--- config.mk ---
export PLATFORM = sky130hd
export DESIGN_NAME = delimited_frame_receive_buffer_top
export DESIGN_NICKNAME = d
export VERILOG_FILES = /design/src/hdl/dfrb_pkg.sv /design/src/hdl/dfrb_ram.sv /design/src/hdl/delimited_frame_receive_buffer_top.sv
export SDC_FILE = /design/constraint.sdc
export NUM_CORES = 1
export LEC_CHECK = 0
export ABC_CLOCK_PERIOD_IN_PS = 5430
export BUFFER_PORTS_ARGS = -buffer_cell sky130_fd_sc_hd__buf_2
export CAP_MARGIN = 15
export CORE_MARGIN = 3
export CORE_UTILIZATION = 25
export CTS_BUF_LIST = sky130_fd_sc_hd__clkbuf_16
export DETAILED_ROUTE_END_ITERATION = 8
export HOLD_SLACK_MARGIN = 0.1
export SETUP_SLACK_MARGIN = 0.1
export SYNTH_ARGS = -nofsm -noshare
export SYNTH_HDL_FRONTEND = slang
export SYNTH_SLANG_ARGS = --single-unit
--- constraint.sdc ---
create_clock -name clk_i -period 5.43 [get_ports clk_i]
set_clock_uncertainty 0.2 [all_clocks]
set_input_delay 1.086 -clock clk_i [delete_from_list [all_inputs] [get_ports clk_i]]
set_output_delay 1.086 -clock clk_i [all_outputs]
set_load 0.02 [all_outputs]
--- src/hdl/dfrb_pkg.sv ---
// Package for the delimited frame receive buffer.
// Transfer payload structs, framer/walker state codes and register indexes.
// No dependencies.
package dfrb_pkg;

  typedef enum logic [0:0] {
    OP_RX  = 1'b0,
    OP_POP = 1'b1
  } op_e;

  typedef enum logic [0:0] {
    CFG_START_DELIM = 1'b0,
    CFG_END_DELIM   = 1'b1
  } cfg_idx_e;

  typedef enum logic [2:0] {
    ST_IDLE,
    ST_SKIP_RD,
    ST_SKIP_CHK,
    ST_PAY_RD,
    ST_PAY_CHK
  } state_e;

  localparam int unsigned CfgW          = 8;
  localparam logic [7:0]  StartDelimRst = 8'd36;
  localparam logic [7:0]  EndDelimRst   = 8'd58;
  localparam logic [4:0]  MaxLen        = 5'd31;

  typedef struct packed {
    op_e        operation;
    logic [7:0] rx_byte;
  } in_item_t;

  typedef struct packed {
    logic [7:0] data_byte;
    logic       is_summary;
    logic [4:0] frame_length;
    logic       frame_ok;
    logic       last;
  } out_item_t;

endpackage

--- src/hdl/dfrb_ram.sv ---
// Generic single-write, single-read RAM with registered read data.
// No dependencies.
module dfrb_ram #(
  parameter int unsigned WIDTH = 8,
  parameter int unsigned DEPTH = 32
) (
  input  logic                     clk_i,
  input  logic                     we_i,
  input  logic [$clog2(DEPTH)-1:0] waddr_i,
  input  logic [WIDTH-1:0]         wdata_i,
  input  logic                     re_i,
  input  logic [$clog2(DEPTH)-1:0] raddr_i,
  output logic [WIDTH-1:0]         rdata_o
);

  logic [WIDTH-1:0] mem_q [DEPTH];
  logic [WIDTH-1:0] rdata_q;

  always_ff @(posedge clk_i) begin
    if (we_i) begin
      mem_q[waddr_i] <= wdata_i;
    end
    if (re_i) begin
      rdata_q <= mem_q[raddr_i];
    end
  end

  assign rdata_o = rdata_q;

endmodule

--- src/hdl/delimited_frame_receive_buffer_top.sv ---
// Delimited frame receive buffer: framer, ring store and pop walker.
// Depends on dfrb_pkg and dfrb_ram.
//
// A pop walks the ring from the read pointer with one RAM read port and one
// byte compare: every ring entry it visits takes a read state, then a compare
// state; a walk that runs into the write pointer ends in one more read state,
// and the walk also waits on any output stall.
// Input stall stays high for the whole walk. Each pop ends with one summary
// transfer (last set) carrying the length and ok flag; payload transfers
// come before it. There is no overrun check: writes wrap over unread data.
module delimited_frame_receive_buffer_top #(
  parameter int unsigned RING_DEPTH = 32
) (
  input  logic                    clk_i,
  input  logic                    rst_ni,
  input  logic                    cfg_we_i,
  input  logic [0:0]              cfg_idx_i,
  input  logic [dfrb_pkg::CfgW-1:0] cfg_wdata_i,
  input  logic                    in_valid_i,
  output logic                    in_stall_o,
  input  dfrb_pkg::in_item_t      in_item_i,
  output logic                    out_valid_o,
  input  logic                    out_stall_i,
  output dfrb_pkg::out_item_t     out_item_o
);

  localparam int unsigned PtrW = $clog2(RING_DEPTH);
  localparam logic [PtrW-1:0] PtrLast = PtrW'(RING_DEPTH - 1);

  dfrb_pkg::state_e    state_q, state_d;
  logic [PtrW-1:0]     rd_q, rd_d, wr_q, wr_d;
  logic                in_frame_q, in_frame_d;
  logic [4:0]          len_q, len_d;
  logic [7:0]          start_q, end_q;
  logic                out_valid_q, out_valid_d;
  dfrb_pkg::out_item_t out_q, out_d;

  logic            ram_we, ram_re;
  logic [7:0]      ram_rdata;
  logic            out_free;
  logic [PtrW-1:0] rd_adv, wr_adv;

  assign rd_adv = (rd_q == PtrLast) ? '0 : rd_q + PtrW'(1);
  assign wr_adv = (wr_q == PtrLast) ? '0 : wr_q + PtrW'(1);
  assign out_free = !out_valid_q || !out_stall_i;

  dfrb_ram #(
    .WIDTH(8),
    .DEPTH(RING_DEPTH)
  ) u_ring (
    .clk_i  (clk_i),
    .we_i   (ram_we),
    .waddr_i(wr_q),
    .wdata_i(in_item_i.rx_byte),
    .re_i   (ram_re),
    .raddr_i(rd_q),
    .rdata_o(ram_rdata)
  );

  always_ff @(posedge clk_i or negedge rst_ni) begin
    if (!rst_ni) begin
      start_q <= dfrb_pkg::StartDelimRst;
      end_q   <= dfrb_pkg::EndDelimRst;
    end else if (cfg_we_i) begin
      unique case (cfg_idx_i)
        dfrb_pkg::CFG_START_DELIM: start_q <= cfg_wdata_i;
        dfrb_pkg::CFG_END_DELIM:   end_q   <= cfg_wdata_i;
        default: ;
      endcase
    end
  end

  always_ff @(posedge clk_i or negedge rst_ni) begin
    if (!rst_ni) begin
      state_q     <= dfrb_pkg::ST_IDLE;
      rd_q        <= '0;
      wr_q        <= '0;
      in_frame_q  <= 1'b0;
      len_q       <= '0;
      out_valid_q <= 1'b0;
    end else begin
      state_q     <= state_d;
      rd_q        <= rd_d;
      wr_q        <= wr_d;
      in_frame_q  <= in_frame_d;
      len_q       <= len_d;
      out_valid_q <= out_valid_d;
    end
  end

  always_ff @(posedge clk_i) begin
    out_q <= out_d;
  end

  always_comb begin
    state_d     = state_q;
    rd_d        = rd_q;
    wr_d        = wr_q;
    in_frame_d  = in_frame_q;
    len_d       = len_q;
    out_valid_d = out_valid_q && out_stall_i;
    out_d       = out_q;
    ram_we      = 1'b0;
    ram_re      = 1'b0;

    unique case (state_q)
      dfrb_pkg::ST_IDLE: begin
        if (in_valid_i) begin
          if (in_item_i.operation == dfrb_pkg::OP_POP) begin
            len_d   = '0;
            state_d = dfrb_pkg::ST_SKIP_RD;
          end else if (!in_frame_q) begin
            if (in_item_i.rx_byte == start_q) begin
              ram_we     = 1'b1;
              wr_d       = wr_adv;
              in_frame_d = 1'b1;
            end
          end else begin
            ram_we = 1'b1;
            wr_d   = wr_adv;
            if (in_item_i.rx_byte == end_q) begin
              in_frame_d = 1'b0;
            end
          end
        end
      end

      dfrb_pkg::ST_SKIP_RD, dfrb_pkg::ST_PAY_RD: begin
        if (rd_q == wr_q) begin
          if (out_free) begin
            out_valid_d = 1'b1;
            out_d       = '{data_byte: 8'd0, is_summary: 1'b1, frame_length: 5'd0,
                            frame_ok: 1'b0, last: 1'b1};
            state_d     = dfrb_pkg::ST_IDLE;
          end
        end else begin
          ram_re  = 1'b1;
          state_d = (state_q == dfrb_pkg::ST_SKIP_RD) ? dfrb_pkg::ST_SKIP_CHK
                                                      : dfrb_pkg::ST_PAY_CHK;
        end
      end

      dfrb_pkg::ST_SKIP_CHK: begin
        rd_d    = rd_adv;
        state_d = (ram_rdata == start_q) ? dfrb_pkg::ST_PAY_RD : dfrb_pkg::ST_SKIP_RD;
      end

      dfrb_pkg::ST_PAY_CHK: begin
        if (ram_rdata == end_q) begin
          if (out_free) begin
            out_valid_d = 1'b1;
            out_d       = '{data_byte: 8'd0, is_summary: 1'b1, frame_length: len_q,
                            frame_ok: 1'b1, last: 1'b1};
            rd_d        = rd_adv;
            state_d     = dfrb_pkg::ST_IDLE;
          end
        end else if (len_q != dfrb_pkg::MaxLen) begin
          if (out_free) begin
            out_valid_d = 1'b1;
            out_d       = '{data_byte: ram_rdata, is_summary: 1'b0, frame_length: 5'd0,
                            frame_ok: 1'b0, last: 1'b0};
            len_d       = len_q + 5'd1;
            rd_d        = rd_adv;
            state_d     = dfrb_pkg::ST_PAY_RD;
          end
        end else begin
          // saturated: consume silently
          rd_d    = rd_adv;
          state_d = dfrb_pkg::ST_PAY_RD;
        end
      end

      default: state_d = dfrb_pkg::ST_IDLE;
    endcase
  end

  assign in_stall_o  = (state_q != dfrb_pkg::ST_IDLE);
  assign out_valid_o = out_valid_q;
  assign out_item_o  = out_q;

  a_last_is_summary: assert property (@(posedge clk_i) disable iff (!rst_ni)
    out_valid_o |-> (out_item_o.last == out_item_o.is_summary))
    else $error("last flag does not match summary flag");

  a_data_fields_zero: assert property (@(posedge clk_i) disable iff (!rst_ni)
    (out_valid_o && !out_item_o.is_summary) |->
      (out_item_o.frame_length == 5'd0 && !out_item_o.frame_ok))
    else $error("data transfer carries summary fields");

  a_pop_starts_walk: assert property (@(posedge clk_i) disable iff (!rst_ni)
    (in_valid_i && !in_stall_o && in_item_i.operation == dfrb_pkg::OP_POP) |=>
      (state_q == dfrb_pkg::ST_SKIP_RD))
    else $error("pop did not start the ring walk");

  a_wr_stable_in_walk: assert property (@(posedge clk_i) disable iff (!rst_ni)
    (state_q != dfrb_pkg::ST_IDLE) |=> $stable(wr_q))
    else $error("write pointer moved during a walk");

  a_fail_summary_len: assert property (@(posedge clk_i) disable iff (!rst_ni)
    (out_valid_o && out_item_o.is_summary && !out_item_o.frame_ok) |->
      (out_item_o.frame_length == 5'd0))
    else $error("failed pop reports a nonzero length");

endmodule
Word-level counts from Yosys, hierarchy flattened
Memory sizes are Yosys's and may differ from the RTL's. A register that Yosys moved wholly into a read port is not among the register bits.
Cells that the tools add are included.
Cells by class
  add/subtract/negate cells: 3
  equal/unequal tests: 23
  multiplexer cells: 47
  bitwise gates (word level): 2
  reductions and logical operators: 18
Operators by type and width (count)
  $mux W16: 6
  $mux W5: 12
  $eq A8 B8 Y1: 4
  $pmux W16 S2: 1
  $mux W3: 8
  $pmux W5 S2: 2
  $add A5 B1 Y5 const B: 3
  $mux W1: 15
  $ne A2 B2 Y1 const B: 7
  $pmux W3 S4: 1
  $reduce_and A6 Y1: 2
  $eq A5 B5 Y1 const B: 2
  $ne A3 B3 Y1 const B: 3
  $reduce_bool A2 Y1: 4
  $eq A3 B2 Y1 const B: 2
  $reduce_and A3 Y1: 2
  $eq A5 B5 Y1: 1
  $ne A5 B5 Y1 const B: 1
  $ne A4 B4 Y1 const B: 1
  $reduce_and A2 Y1: 2
  $reduce_and A4 Y1: 1
  $eq A3 B1 Y1 const B: 1
  $eq A3 B3 Y1 const B: 1
  $logic_not A3 Y1: 1
  8 further kinds: 10
Word-level totals
  register bits: 52
  bits in writable memories: 256
  bits of input ports: 23
  output and inout port bits: 18
  logic and storage cells: 107
  memories: 1
Memory list
  u_ring.mem_q: depth 32, width 8, rd ports 1, clocked after memory_dff 1, wr ports 1, line dfrb_ram.sv:16  | logic [WIDTH-1:0] mem_q [DEPTH];

Logic depth before layout (Yosys ltp)
Gate-level depths: netlist (run 1).
  depth after elaboration: 8
  gate-level depth with buffers: 8
  mapped depth without buffers: 7

Cells and area by module
Synthesis (run 1) repeated with hierarchy kept, for this count alone.
Second synthesis, totals
  cells, all modules: 647
  area, all modules: 12887.4 sq um
By module, submodules not included
  dfrb_ram: instances 1, cells each 417, area an instance 10133.5 sq um, seq. area each 7927.6 sq um
  delimited_frame_receive_buffer_top: instances 1, cells each 230, area an instance 2753.9 sq um, seq. area each 1358.8 sq um

Least setup slack after synthesis (run 1)
No wires, ideal clock.
  path kind: input to register
  from: input in_item_i[2] (netlist name)
  to: memory u_ring.mem_q[0][0] (enable)
  library setup time: 0.370 ns
  arrival: 2.678 ns
  data required time: 4.860 ns
  slack: 2.182 ns
  stages: 5
  buffers on the path: 0
  path through: xnor2_1 -> nand2_1 -> o41ai_2 -> nand3_1 -> nor2_1
On the way
  longest elaborated chain between the ends: 8
RTL lines
  from (decl): line delimited_frame_receive_buffer_top.sv:21  | input dfrb_pkg::in_item_t in_item_i,
  $eq A8 B8 Y1: line delimited_frame_receive_buffer_top.sv:113  | if (in_item_i.rx_byte == start_q) begin
  $mux W1: line delimited_frame_receive_buffer_top.sv:113
  $mux W1: line delimited_frame_receive_buffer_top.sv:112  | end else if (!in_frame_q) begin
  $mux W1: line delimited_frame_receive_buffer_top.sv:109  | if (in_item_i.operation == dfrb_pkg::OP_POP) begin
  $mux W1: line delimited_frame_receive_buffer_top.sv:108  | if (in_valid_i) begin
  $mux W1: line delimited_frame_receive_buffer_top.sv:106  | unique case (state_q)
  $mux W1: line dfrb_ram.sv:20  | if (we_i) begin
  $mux W1 (implied by the code): line dfrb_ram.sv:21  | mem_q[waddr_i] <= wdata_i;
  to (decl): line dfrb_ram.sv:16
Every way passes these cells.

Worst setup path after layout (run 1)
  from: input in_item_i[2] (netlist name)
  to: memory u_ring.mem_q[16][7] (enable)
Same word-level chain as after synthesis.

==> run_results.csv, run 1 <==
group,metric,value,unit
cts,cts_buffers,29,
synthesis,ys_top_cells_by_area,"edfxtp_1, mux4_2, dfrtp_1",
job,drv_cap,0,
min_path,min_path_type,"flop to flop",
layout,diodes,0,
synthesis,synth_area_leader_cell,"edfxtp_1",
setup_path,critPathLaunch,"in_item_i[2]",
synthesis,ys_async_sr_fraction,11.43,%
synthesis,synth_nets,695,
floorplanning,dieWidth,234.1,microns
routing,vias,6504,
setup_path,timing.rr.end,"u_ring.mem_q[16][7]$_DFFE_PP_",
synthesis,synth_top_area_share,64.43,%
layout,utilization,29.44,%
floorplanning,die_h,234.1,microns
synthesis,synth_common_cells,"edfxtp_1, mux4_2, nor2_1",
layout,area_delta_synth_final,14.96,%
timing,rsz0062_at_grt,"no",
min_path,hold_path_depth,1,
setup_path,cp-start-kind,"primary input",
floorplanning,core-area,0.05079,sq mm
floorplanning,dieArea,0.05479,sq mm
setup_path,path_max_fanout,9,
setup_path,endpoint,"u_ring.mem_q[16][7]$_DFFE_PP_",
synthesis,ys_warn_count,0,
grt,overflow,0,
routing,wl,31710,microns
timing,fmax,0.2554,GHz
timing,finalSetupViolations,0,
cts,path_clk_slew,0.07,ns
setup_path,worstPathArrival,3.92,ns
cts,cts_max_path_buffers,3,
timing,period_share,72.11,%
layout,fin_nets,749,
synthesis,syn_avg_cell_area,19.61,sq um
layout,drive_above_1_share,28.15,%
setup_path,cp.required,5.44,ns
routing,route.detailed.drc,0,
floorplanning,ios,41,
cts,worst_skew_pair.late_latency,0.58,ns
synthesis,ys_ff_latch,315,
timing,tightest_slew,0.9738,ns
synthesis,syn_area,0.01300,sq mm
floorplanning,core.rowCount,82,
setup_path,rr_startpoint,"start_q[2]$_DFFE_PN1P_",
grt,grt_pass1_vias,6532,
run_status,status,"finished clean",
synthesis,synthCells,663,
placed_design,numPlacedInstances,1358,
layout,fillers,4961,
placed_design,pre_cts_slack,0.9858,ns
cts,root_buffer,"clkbuf_16",
cts,cts.sinks,315,
setup_path,ff2ff_setup_slack,1.54,ns
pwr,fin_total_pwr,6.686,mW
routing,wl_per_cell,22.47,microns
cts,cts-resized-gates,0,
timing,finalSetupTns,0,ns
synthesis,synth_edf_count,279,
synthesis,synth.most_common_cell,"edfxtp_1",
synthesis,synth_cell_types,54,
pwr,p_leak,4.815,nW
setup_path,reg2reg_depth,5,
timing,slew_headroom,34.58,%
timing,layout_setup_ws,1.514,ns
cts,postCtsSetupBuffers,0,
placed_design,gp_congestion,0.8366,
floorplanning,initial_core_util,25.60,%
grt,grt_pass1_wl,45820,microns
synthesis,seq_area_frac_synth,71.41,%
routing,first_pass_iters,6,
grt,antenna_found_initial,0,
layout,layoutNonFillerInstCount,1411,
routing,drt-initial-drc-count,656,
routing,ant_nets,0,
pwr,p_per_area,447.2,mW/mm^2
routing,via_per_inst,4.609,
placed_design,hpwl,20720,microns
timing,maxSlewViolCount,0,
setup_path,end_kind,"flop",
cts,cts_tree,"yes",
synthesis,synth_ff_type,"edfxtp_1",
timing,period_minus_slack,3.916,ns
setup_path,critical_path_class,"primary input to flop",
grt,grt_max_degree,58,
pwr,vdd_drop_max,0.0002585,V
cts,ctsHtreeMaxLevel,1,
timing,hold_viol_final,0,
placed_design,port_buffers,40,
grt,globalRouteTotalUtil,11.56,%
cts,hold_buffers,0,
-- placed cells by master, fill, tap and decap left out, drive strengths merged, types with 4 or more instances in the layout --
| cell | netlist | layout |
|---|---|---|
| edfxtp | 279 | 279 |
| mux4 | 80 | 80 |
| buf | 14 | 55 |
| nor2 | 40 | 40 |
| mux2 | 30 | 30 |
| xnor2 | 30 | 30 |
| dfrtp | 30 | 30 |
| clkbuf | 18 | 29 |
| and2 | 15 | 15 |
| inv | 6 | 15 |
| nand2 | 12 | 12 |
| clkinv | 0 | 12 |
| nand3 | 10 | 10 |
| ha | 9 | 9 |
| nor2b | 8 | 8 |
| xor2 | 8 | 8 |
| a21oi | 6 | 6 |
| dfstp | 6 | 6 |
| and3 | 5 | 5 |
| nand4 | 4 | 4 |
| nor3b | 4 | 4 |
| nand3b | 4 | 4 |
| o2bb2ai | 4 | 4 |
| nor4 | 4 | 4 |
-- flip-flops by register name, indices dropped and copies added (netlist names) --
signal and count:
rd_q 5, in_frame_q 1, out_valid_o 1, u_ring.rdata_o 8, wr_q 5, out_item_o 15
start_q 8, state_q 3, end_q 8, u_ring.mem_q 256, len_q 5
-- critical path, cell delays in order --
cell and delay (ns):
buf_2 0.14, xnor2_1 0.23, nand2_1 0.12, o41ai_2 0.75
nand3_1 0.77, nor2_1 0.80
-- per-stage QoR --
step / cell area [sq um] / hold WS (ns)
global placement: 13980 / 0.3377
global route: 14950 / 0.3917
CTS: 14950 / 0.3551
floorplan: 13000 / 0.2705
finish: 14950 / 0.3530
detailed placement: 13980 / 0.3345
-- metal layers --
metal	GRT usage [%]	wire, microns	vias up
li1	-	-	2784
met1	17.08	14650	3422
met2	16.34	13350	254
met3	4.227	3108	44
met4	2.219	606	0
met5	0	0	-
-- cells by family (layout without fill, tap and decap cells) --
group / after synthesis / count (layout) / synth area share, %
flops: 315 / 315 / 71.41
mux: 110 / 110 / 16.86
simple gates: 121 / 121 / 4.888
compound gates: 32 / 32 / 1.876
buf+inv: 38 / 114 / 1.539
fa+ha+maj: 9 / 9 / 0.8660
xor+xnor: 38 / 38 / 2.559
-- final cells by class --
| type | count | area, sq um | area share [%] |
|---|---|---|---|
| Clock inverter | 24 | 239.0 | 1.599 |
| Tap cell | 672 | 840.8 | 5.624 |
| Timing Repair Buffer | 55 | 312.8 | 2.092 |
| Inverter | 6 | 22.52 | 0.1507 |
| Clock buffer | 29 | 725.7 | 4.854 |
| Multi-Input combinational cell | 310 | 3517 | 23.53 |
| Sequential cell | 315 | 9291 | 62.15 |
-- worst min-delay path by stage --
stage                           startpoint  slack, ns                     end
floorplan           in_frame_q$_DFFE_PN0P_       0.27  in_frame_q$_DFFE_PN0P_
global placement      len_q[4]$_DFFE_PN0P_       0.34    len_q[4]$_DFFE_PN0P_
detailed placement    len_q[4]$_DFFE_PN0P_       0.33    len_q[4]$_DFFE_PN0P_
CTS                   len_q[4]$_DFFE_PN0P_       0.36    len_q[4]$_DFFE_PN0P_
global route          len_q[4]$_DFFE_PN0P_       0.39    len_q[4]$_DFFE_PN0P_
finish                len_q[4]$_DFFE_PN0P_       0.35    len_q[4]$_DFFE_PN0P_
-- report_power, final --
part,leakage (nW),internal [mW],switching (mW)
combinational,1.39,0.839,0.739
clock,0.477,1.14,0.942
sequential,2.95,2.76,0.258
No activity file was read; power rests on OpenSTA's default activity.
==> run 2, diff against run 1 <==
--- a/config.mk
+++ b/config.mk
@@ -5,7 +5,7 @@
 export SDC_FILE = /design/constraint.sdc
 export NUM_CORES = 1
 export LEC_CHECK = 0
-export ABC_CLOCK_PERIOD_IN_PS = 5430
+export ABC_CLOCK_PERIOD_IN_PS = 3700
 export BUFFER_PORTS_ARGS = -buffer_cell sky130_fd_sc_hd__buf_2
 export CAP_MARGIN = 15
 export CORE_MARGIN = 3
==> constraint.sdc (replaced) <==
create_clock -name clk_i -period 3.7 [get_ports clk_i]
set_clock_uncertainty 0.2 [all_clocks]
set_input_delay 0.74 -clock clk_i [delete_from_list [all_inputs] [get_ports clk_i]]
set_output_delay 0.74 -clock clk_i [all_outputs]
set_load 0.02 [all_outputs]
==> run_results.csv, run 2 (synthesis results as in run 1) <==
group,metric,value,unit
layout,fillers,4907,
setup_path,ff2ff_setup_slack,0.79,ns
timing,hold_viol_final,0,
pwr,p_per_area,653.5,mW/mm^2
floorplanning,initial_core_util,25.60,%
cts,postCtsSetupBuffers,0,
pwr,p_switching,2.744,mW
cts,cts-resized-gates,0,
placed_design,port_buffers,40,
grt,grt_max_degree,38,
pwr,p_sw_share,27.30,%
run_status,status,"finished clean",
grt,overflow,0,
grt,globalRouteTotalUtil,10.64,%
floorplanning,ios,41,
routing,route.detailed.drc,0,
placed_design,dpl-instance-area,0.01427,sq mm
floorplanning,dieWidth,234.1,microns
min_path,min_path_type,"primary input to async pin",
cts,cts.sinks,315,
floorplanning,die_h,234.1,microns
cts,ctsHtreeMaxLevel,2,
timing,finalSetupTns,0,ns
layout,area_delta_synth_final,18.30,%
setup_path,end_kind,"flop",
timing,rsz0062_at_grt,"no",
routing,ant_nets,0,
placed_design,gp_congestion,0.7682,
layout,mostFrequentLayoutCells,"edfxtp_1, mux4_2, buf_4",
cts,root_buffer,"clkbuf_16",
floorplanning,dieArea,0.05479,sq mm
setup_path,critical_path_class,"flop to flop",
grt,grt_pass1_wl,43570,microns
cts,path_clk_slew,0.06,ns
pwr,vdd_drop_max,0.0003057,V
layout,diodes,0,
timing,fmax,0.3439,GHz
routing,via_per_inst,4.473,
floorplanning,core.rowCount,82,
routing,wl,29030,microns
timing,finalSetupViolations,0,
layout,regArea,0.009291,sq mm
floorplanning,core-area,0.05079,sq mm
pwr,comb_power_share,24.0,%
setup_path,cp.required,3.72,ns
setup_path,path_max_fanout,11,
layout,drive_above_1_share,31.93,%
routing,drt-initial-drc-count,375,
cts,worst_skew_pair.late_latency,0.51,ns
grt,antenna_found_initial,1,
setup_path,worstPathArrival,2.92,ns
timing,tightest_slew,0.9433,ns
routing,vias,6508,
layout,multiInputGateArea,0.003517,sq mm
timing,slew_headroom,36.98,%
grt,grt_pass1_vias,6721,
layout,largest_reg_flops,256,
layout,final_area,0.01538,sq mm
placed_design,hpwl,19200,microns
pwr,p_leak,5.097,nW
layout,layout_commonest_cell,"edfxtp_1",
job,drv_cap,0,
cts,cts_tree,"yes",
pwr,p_int,7.309,mW
layout,fin_nets,790,
cts,hold_buffers,0,
routing,wl_per_cell,19.95,microns
setup_path,cp-start-kind,"flop",
routing,first_pass_iters,4,
pwr,power_frac_seq,42.8,%
cts,cts_buffers,35,
pwr,pwr-share-clk,33.2,%
timing,period_share,78.60,%
layout,top_register,"u_ring.mem_q",
timing,period_minus_slack,2.908,ns
timing,maxSlewViolCount,0,
cts,cts_max_path_buffers,3,
==> run 2: cell count changes in the layout (fill, tap and decap cells not counted) <==
cell and delta:
inv_6 -1, inv_8 -3, inv_1 +4, buf_4 +33, clkinv_2 +4, clkinv_4 -1, inv_16 -1, clkbuf_16 +7
buf_12 +2, clkinvlp_4 +2, clkinv_1 -2
==> run 2: per-stage QoR <==
stage / setup WS (ns) / hold WS (ns) / cells / util, % / power [mW]
floorplan: 0.7981 / 0.2444 / 663 / - / 6.115
global placement: 0.3927 / 0.3026 / 1393 / 28.10 / 6.819
detailed placement: 0.4006 / 0.2982 / 1393 / 28.10 / 6.825
CTS: 0.8037 / 0.1522 / 1455 / 30.29 / 10.19
global route: 0.6296 / 0.1934 / 1455 / 30.29 / 10.49
finish: 0.7920 / 0.1456 / 1455 / 30.29 / 10.05
==> run 2: path summary, 6_finish.rpt <==
kind,endpoint,cells past startpoint,startpoint
hold / removal,len_q[2]$_DFFE_PN0P_,1,rst_ni
setup / recovery,u_ring.mem_q[6][1]$_DFFE_PP_,7,state_q[2]$_DFFE_PN0P_
min in group clk_i,start_q[5]$_DFFE_PN1P_,2,cfg_wdata_i[5]
setup reg to reg,u_ring.mem_q[6][1]$_DFFE_PP_,7,state_q[2]$_DFFE_PN0P_
max in group asynchronous,rd_q[0]$_DFFE_PN0P_,1,rst_ni
hold reg to reg,in_frame_q$_DFFE_PN0P_,1,in_frame_q$_DFFE_PN0P_
==> run 2: layer usage <==
metal / share of wire [%] / GRT usage, %
met1: 46 / 15.30
met2: 45 / 16.15
met5: 0 / 0
met4: 2.0 / 2.697
met3: 7.0 / 2.612
==> run 2: final cells by class <==
type                       instances  share of cell area [%]
sequential                       315                   60.40
multi-input combinational        310                   22.86
clock buffer                      36                   5.856
tap                              672                   5.466
timing repair buffer              90                   3.904
clock inverter                    26                   1.366
inverter                           6                  0.1464
==> run 2: power groups by stage <==
| stage | Combinational, mW | Clock [mW] | Sequential (mW) |
|---|---|---|---|
| after CTS | 2.46 | 3.43 | 4.31 |
| after detailed placement | 2.45 | 0 | 4.38 |
| after floorplan | 1.86 | 0 | 4.25 |
| final | 2.41 | 3.34 | 4.30 |
| after global placement | 2.44 | 0 | 4.38 |
| after global routing | 2.59 | 3.57 | 4.33 |
==> run 2: worst max-delay path, stage by stage, from the launching register on <==
cell and delay (ns):
dfrtp_1 0.46, nor3_1 0.34, inv_1 0.13, nor3b_1 0.26
buf_4 0.24, nand3_1 0.50, nor2_1 0.28, buf_4 0.20
